$ cat config.mk
export PLATFORM = sky130hd
export DESIGN_NAME = indexed_sample_trace_ring
export DESIGN_NICKNAME = d
export VERILOG_FILES = /design/src/sv/isr_pkg.sv /design/src/sv/isr_ram.sv /design/src/sv/indexed_sample_trace_ring.sv
export SDC_FILE = /design/constraint.sdc
export NUM_CORES = 2
export LEC_CHECK = 0
export BUFFER_PORTS_ARGS = -buffer_cell sky130_fd_sc_hd__buf_2
export CORE_MARGIN = 8
export CORE_UTILIZATION = 35
export DETAILED_ROUTE_END_ITERATION = 7
export GPL_TIMING_DRIVEN = 0
export HOLD_SLACK_MARGIN = 0.15
export MAX_ROUTING_LAYER = met4
export SETUP_SLACK_MARGIN = 0.05
export SYNTH_ARGS = -nofsm -noshare
export SYNTH_HDL_FRONTEND = slang
export SYNTH_SLANG_ARGS = --single-unit
$ cat constraint.sdc
create_clock -name i_clk -period 8.57 [get_ports i_clk]
set_input_delay 1.714 -clock i_clk [delete_from_list [all_inputs] [get_ports i_clk]]
set_output_delay 1.714 -clock i_clk [all_outputs]
set_load 0.05 [all_outputs]
$ cat src/sv/isr_pkg.sv
// constants and result kinds of the indexed sample trace ring
package isr_pkg;

    localparam int DEPTH = 32;
    localparam int AW    = $clog2(DEPTH);
    localparam int CW    = $clog2(DEPTH + 1);
    localparam int SW    = AW + 1;
    localparam int RW    = 32 + 32 + 4;

    localparam logic [1:0] KIND_SAMPLE   = 2'd0;
    localparam logic [1:0] KIND_NEXT     = 2'd1;
    localparam logic [1:0] KIND_UNDERRUN = 2'd2;

    localparam logic OP_RECORD = 1'b0;
    localparam logic OP_READ   = 1'b1;

endpackage

$ cat src/sv/isr_ram.sv
// generic single-write, single-read ram with registered read data
module isr_ram #(
    parameter int W = 8,
    parameter int D = 16
) (
    input  logic                 i_clk,
    input  logic                 i_we,
    input  logic [$clog2(D)-1:0] i_waddr,
    input  logic [W-1:0]         i_wdata,
    input  logic [$clog2(D)-1:0] i_raddr,
    output logic [W-1:0]         o_rdata
);

    logic [W-1:0] r_mem [D];
    logic [W-1:0] r_rdata;

    always_ff @(posedge i_clk) begin
        if (i_we) begin
            r_mem[i_waddr] <= i_wdata;
        end
        r_rdata <= r_mem[i_raddr];
    end

    assign o_rdata = r_rdata;

endmodule

$ cat src/sv/indexed_sample_trace_ring.sv
// Ring of DEPTH sample records addressed by a 32-bit absolute sequence index. A record
// word is taken while idle and leaves the block idle, so samples can be recorded back to
// back. A readout word makes the block busy: S_NEXT and S_AGE form the next index and
// the start age on the one shared 32-bit adder and S_CHK classifies the request, then
// each emitted sample takes a registered ram read (S_RD) and a load of the output
// register (S_LD), then S_FIN gives the final next-index or underrun word. The output
// register lets the block take the next record word while the final readout word still
// waits to be taken.
module indexed_sample_trace_ring
    import isr_pkg::*;
(
    input  logic        i_clk,
    input  logic        i_rst_n,
    input  logic        i_in_valid,
    output logic        o_in_ready,
    input  logic        i_op,
    input  logic [31:0] i_timestamp_ms,
    input  logic [31:0] i_value_bits,
    input  logic [3:0]  i_source,
    input  logic        i_has_start,
    input  logic [31:0] i_start_index,
    output logic        o_out_valid,
    input  logic        i_out_ready,
    output logic [1:0]  o_kind,
    output logic [31:0] o_out_timestamp_ms,
    output logic [31:0] o_out_value_bits,
    output logic [3:0]  o_out_source,
    output logic [31:0] o_next_index,
    output logic        o_last
);

    typedef enum logic [2:0] {
        S_IDLE,
        S_NEXT,
        S_AGE,
        S_CHK,
        S_RD,
        S_LD,
        S_FIN
    } t_state;

    t_state         r_state;
    logic [AW-1:0]  r_wp;
    logic [31:0]    r_base;
    logic [31:0]    r_next;
    logic [31:0]    r_age;
    logic [31:0]    r_start;
    logic           r_has_start;
    logic [CW-1:0]  r_cnt;
    logic [AW-1:0]  r_slot;
    logic [1:0]     r_fin_kind;

    logic           r_out_valid;
    logic [1:0]     r_kind;
    logic [31:0]    r_ts;
    logic [31:0]    r_val;
    logic [3:0]     r_src;
    logic [31:0]    r_nidx;
    logic           r_last;

    logic           in_acc;
    logic           out_free;
    logic           out_load;
    logic           rec_we;
    logic [31:0]    unit_a;
    logic [31:0]    unit_b;
    logic           unit_cin;
    logic [31:0]    unit_sum;
    logic           wrapped;
    logic [CW-1:0]  retained;
    logic [CW-1:0]  age_lo;
    logic           too_far;
    logic [SW-1:0]  wp_ext;
    logic [SW-1:0]  age_s;
    logic [SW-1:0]  start_slot;
    logic [RW-1:0]  ram_wdata;
    logic [RW-1:0]  ram_rdata;

    assign o_in_ready = (r_state == S_IDLE);
    assign in_acc     = i_in_valid && o_in_ready;
    assign rec_we     = in_acc && (i_op == OP_RECORD);
    assign out_free   = !r_out_valid || i_out_ready;
    // a new word goes into the output register this cycle
    assign out_load   = out_free && (r_state inside {S_LD, S_FIN});

    // the one shared adder: wrap base step, next index, start age
    always_comb begin
        unit_a   = r_base;
        unit_b   = 32'(DEPTH);
        unit_cin = 1'b0;
        case (r_state)
            S_NEXT: begin
                unit_b = 32'(r_wp);
            end
            S_AGE: begin
                unit_a   = r_next;
                unit_b   = ~r_start;
                unit_cin = 1'b1;
            end
            default: begin
                unit_b = 32'(DEPTH);
            end
        endcase
        unit_sum = unit_a + unit_b + 32'(unit_cin);
    end

    assign wrapped  = (r_base != 32'd0);
    assign retained = wrapped ? CW'(DEPTH) : CW'(r_wp);
    assign age_lo   = r_age[CW-1:0];
    assign too_far  = (r_age[31:CW] != '0) || (age_lo > retained);

    // first slot of the run: the sample at the start index, read on toward the newest
    assign wp_ext     = SW'(r_wp);
    assign age_s      = SW'(age_lo);
    assign start_slot = (age_s > wp_ext) ? (wp_ext + SW'(DEPTH) - age_s) : (wp_ext - age_s);

    assign ram_wdata = {i_timestamp_ms, i_value_bits, i_source};

    isr_ram #(
        .W (RW),
        .D (DEPTH)
    ) u_ram (
        .i_clk   (i_clk),
        .i_we    (rec_we),
        .i_waddr (r_wp),
        .i_wdata (ram_wdata),
        .i_raddr (r_slot),
        .o_rdata (ram_rdata)
    );

    always_ff @(posedge i_clk) begin
        if (!i_rst_n) begin
            r_state     <= S_IDLE;
            r_wp        <= '0;
            r_base      <= '0;
            r_out_valid <= 1'b0;
        end else begin
            if (r_out_valid && i_out_ready && !out_load) begin
                r_out_valid <= 1'b0;
            end
            case (r_state)
                S_IDLE: begin
                    if (in_acc) begin
                        if (i_op == OP_RECORD) begin
                            if (r_wp == AW'(DEPTH - 1)) begin
                                r_wp   <= '0;
                                r_base <= unit_sum;
                            end else begin
                                r_wp <= r_wp + AW'(1);
                            end
                        end else begin
                            r_has_start <= i_has_start;
                            r_start     <= i_start_index;
                            r_state     <= S_NEXT;
                        end
                    end
                end
                S_NEXT: begin
                    r_next  <= unit_sum;
                    r_state <= S_AGE;
                end
                S_AGE: begin
                    r_age   <= unit_sum;
                    r_state <= S_CHK;
                end
                S_CHK: begin
                    r_fin_kind <= KIND_NEXT;
                    if (!r_has_start || r_age == 32'd0) begin
                        r_state <= S_FIN;
                    end else if (too_far) begin
                        // overwritten start gives underrun, a start ahead gives next only
                        if (wrapped && !r_age[31]) begin
                            r_fin_kind <= KIND_UNDERRUN;
                        end
                        r_state <= S_FIN;
                    end else begin
                        r_cnt   <= age_lo;
                        r_slot  <= start_slot[AW-1:0];
                        r_state <= S_RD;
                    end
                end
                S_RD: begin
                    r_state <= S_LD;
                end
                S_LD: begin
                    if (out_free) begin
                        r_out_valid <= 1'b1;
                        r_kind      <= KIND_SAMPLE;
                        r_ts        <= ram_rdata[RW-1:36];
                        r_val       <= ram_rdata[35:4];
                        r_src       <= ram_rdata[3:0];
                        r_nidx      <= r_next;
                        r_last      <= 1'b0;
                        r_cnt       <= r_cnt - CW'(1);
                        r_slot      <= (r_slot == AW'(DEPTH - 1)) ? '0 : r_slot + AW'(1);
                        r_state     <= (r_cnt == CW'(1)) ? S_FIN : S_RD;
                    end
                end
                S_FIN: begin
                    if (out_free) begin
                        r_out_valid <= 1'b1;
                        r_kind      <= r_fin_kind;
                        r_ts        <= '0;
                        r_val       <= '0;
                        r_src       <= '0;
                        r_nidx      <= r_next;
                        r_last      <= 1'b1;
                        r_state     <= S_IDLE;
                    end
                end
                default: begin
                    r_state <= S_IDLE;
                end
            endcase
        end
    end

    assign o_out_valid        = r_out_valid;
    assign o_kind             = r_kind;
    assign o_out_timestamp_ms = r_ts;
    assign o_out_value_bits   = r_val;
    assign o_out_source       = r_src;
    assign o_next_index       = r_nidx;
    assign o_last             = r_last;

endmodule

==> results.yml <==
critical_path:
  slowest_delay_ns: 0.61
  endpoint_kind: "register"
  cp.required_ns: 9.21
  crit_chain: "clkbuf_1 -> nand2b_1 -> nor2_1 -> inv_1 -> clkbuf_1 -> buf_1 -> nand2_1 -> nand2_1 -> ha_1 -> a21o_1 -> a21oi_1 -> nor2b_1 -> a311oi_1 -> nand3_1 -> o21a_1 -> o211a_1 -> a2111oi_1"
  start_kind: "register"
  worst-path-max-fanout: 10
  path_delay_family: "compound AO/OA/AOI/OAI gates"
  worstPathArrival_ns: 5.80
  path_buf_inv: 4
  cpMaxStageDelayCell: "a311oi_1"
  worstSetupPathType: "reg2reg"
final_layout:
  fillers: 24000
  final_cell_mix: "2,389 x edfxtp_1, 405 x mux2i_1, 372 x mux4_2"
  finish.net_count: 5645
  multi_input_area_um2: 21000
  area_growth_pct: 17.4
  drive_above_1_share_pct: 21.4
  regArea_um2: 73900
  fin_util_pct: 41.2
  final_common_cell: "edfxtp_1"
clock_network:
  post_cts_buffers: 0
  cts_sinks: 2498
  htreeDepth: 5
  cts_tree: "built"
  cts-root-buf: "clkbuf_16"
  ctsResizeCount: 0
  cts_hold_buf: 0
  cts_buffers: 279
  worstSkewPairLatency_ns: 0.92
  cts.path.max_buffers: 4
  clkSlewWorstSetupHoldPaths_ns: 0.06
power_and_ir_drop:
  clkPwrFrac_pct: 45.3
  power_frac_comb_pct: 1.2
  p_sw_mw: 4.91
  power_mw: 25.1
  power_frac_seq_pct: 53.5
  p_per_area_nw_per_um2: 223
  p_sw_share_pct: 19.6
  vdd_drop_max_mv: 0.190
  p_int_mw: 20.1
  leakage_nw: 37.1
timing:
  drv_slew: 0
  tightest_slew_ns: 1.48
  final_hold_viol_count: 0
  period_share_pct: 60.1
  finClkSkew_ns: 0.0469
  fin_hold_ws_ns: 0.427
  rsz0062_at_grt: "false"
  maxSlewHeadroom_pct: 1.21
  max_freq_ghz: 0.194
  period_needed_ns: 5.15
  setup_viol: 0
floorplan:
  io_pins: 211
  dieArea_um2: 291000
  core-area_um2: 273000
  num_rows: 192
  die_h_um: 539
  start_util_pct: 35.1
  die_w_um: 539
yosys:
  synth_top_area_share_pct: 74.9
  ys_warn_count: 0
  yosys.cell_types.count: 70
  syn_nets: 5044
  ys_seq_area_share_pct: 77.2
  synth_edf_count: 2389
  netlist_area_um2: 95800
  synth.largest_area_cell: "edfxtp_1"
  avgSynthCellArea_um2: 19.6
  synthTopCellsByArea: "edfxtp_1 75%, mux4_2 8.7%, mux2i_1 4.2%"
  ys_seq_elements: 2498
  syn_inst: 4886
  synth-main-ff-cell: "edfxtp_1"
  async_reset_ff_share_pct: 0
flow_run:
  drv_cap: 0
grt:
  gr-total-overflow: 0
  grt_most_used_layer: "met2"
  grt_pass1_vias: 50500
  grt_pass1_wl_mm: 371
  grt_max_degree: 34
  grtUsageMet1_pct: 23.9
  antenna_found_initial: 46
  grtUsageMet2_pct: 28.5
  grtUsageMet3_pct: 3.31
  track_usage_pct: 17.9
run_status:
  status: "finished clean"
detailed_routing:
  wire_per_inst_um: 28.1
  drt_wl_total_mm: 262
  drt_first_pass_iters: 5
  drc: 0
  vias_per_cell: 5.40
  num_vias: 50300
  antenna_left: 0
  drtIter0Drc: 5872
placement:
  gp_congestion: 0.827
  io_buffers: 210
  dp_hpwl_mm: 176
hold_path:
  hold_path_class: "reg2reg"
-- path summary, 6_finish.rpt --
path,from,end,slack [ns],cells after the start
setup reg to reg,r_state[1]$_SDFFE_PN0P_,r_next[31]$_DFFE_PP_,3.42,17
hold / removal,r_next[22]$_DFFE_PP_,o_next_index[22]$_DFFE_PP_,0.43,0
setup / recovery,r_state[1]$_SDFFE_PN0P_,r_next[31]$_DFFE_PP_,3.42,17
hold reg to reg,r_next[22]$_DFFE_PP_,o_next_index[22]$_DFFE_PP_,0.43,0
-- logic make-up after synthesis --
family,Yosys count,share of synthesized area [%]
compound gates,590,4.56
xor+xnor,40,0.366
fa+ha+maj,52,0.703
buf+inv,282,1.23
flops,2498,77.2
mux,783,13.0
simple gates,641,2.93
-- power groups by stage --
| stage | sequential [mW] | clock [mW] | combinational, mW |
|---|---|---|---|
| after floorplan | 13.7 | 0 | 0.0767 |
| after global placement | 13.7 | 0 | 0.263 |
| after detailed placement | 13.7 | 0 | 0.294 |
| after CTS | 13.4 | 11.5 | 0.294 |
| after global routing | 13.4 | 12.0 | 0.319 |
| final | 13.4 | 11.4 | 0.294 |
-- state kept, by name, indices dropped and copies added, names as in the netlist, 2 cells and up --
name / count
u_ram.r_mem: 2176
u_ram.o_rdata: 68
o_next_index: 32
o_out_timestamp_ms: 32
o_out_value_bits: 32
r_age: 32
r_base: 32
r_next: 32
r_start: 32
r_cnt: 6
r_slot: 5
r_wp: 5
o_out_source: 4
r_state: 3
o_kind: 2
r_fin_kind: 2
-- worst reg2reg max path: stages, from the launching register on --
cell	delay, ns
dfxtp_1	0.30
clkbuf_1	0.26
nand2b_1	0.24
nor2_1	0.43
inv_1	0.19
clkbuf_1	0.30
buf_1	0.34
nand2_1	0.15
nand2_1	0.07
ha_1	0.37
a21o_1	0.22
a21oi_1	0.17
nor2b_1	0.07
a311oi_1	0.61
nand3_1	0.21
o21a_1	0.26
o211a_1	0.22
a2111oi_1	0.48
-- cell usage after synthesis, drive strengths merged, types with 3 or more instances --
library cell,number
nor3,11
nand2,356
o21ai,86
nor2,119
o221ai,252
mux2i,405
nand3,20
buf,107
and2,72
a22o,29
mux4,372
clkbuf,151
o41ai,3
and3,15
nand4,7
or3,5
o22ai,55
xnor2,23
xor2,17
inv,23
edfxtp,2389
nor2b,7
nand2b,4
o31ai,3
mux2,6
o21a,7
a31oi,7
fa,3
nand3b,3
nor4,15
a211oi,13
a21o,21
ha,49
a21oi,89
dfxtp,109
-- routing by layer --
layer	up-vias	wire, um
li1	21400	-
met2	2015	125000
met3	361	20200
met4	0	6200
met5	-	0
met1	26600	110000
-- through the flow --
| step | TNS (ns) | cell area (um^2) | cells | setup slack (ns) |
|---|---|---|---|---|
| floorplan | 0 | 95800 | 4886 | 0.792 |
| global placement | -4487.45 | 101000 | 8685 | -6.00 |
| detailed placement | 0 | 104000 | 8795 | 3.46 |
| CTS | 0 | 112000 | 9275 | 3.46 |
| global route | 0 | 112000 | 9302 | 2.97 |
| finish | 0 | 113000 | 9309 | 3.42 |
-- cell type report --
type                            count  share of cell area, %
Antenna cell                       34                 0.0756
Buffer                            258                  0.973
Clock buffer                      365                   6.78
Clock inverter                    115                  0.843
Inverter                           24                 0.0801
Multi-Input combinational cell   2106                   18.6
Sequential cell                  2498                   65.7
Tap cell                         3589                   3.99
Timing Repair Buffer              320                   2.92
Note: power is estimated with default switching activity, not from simulation.
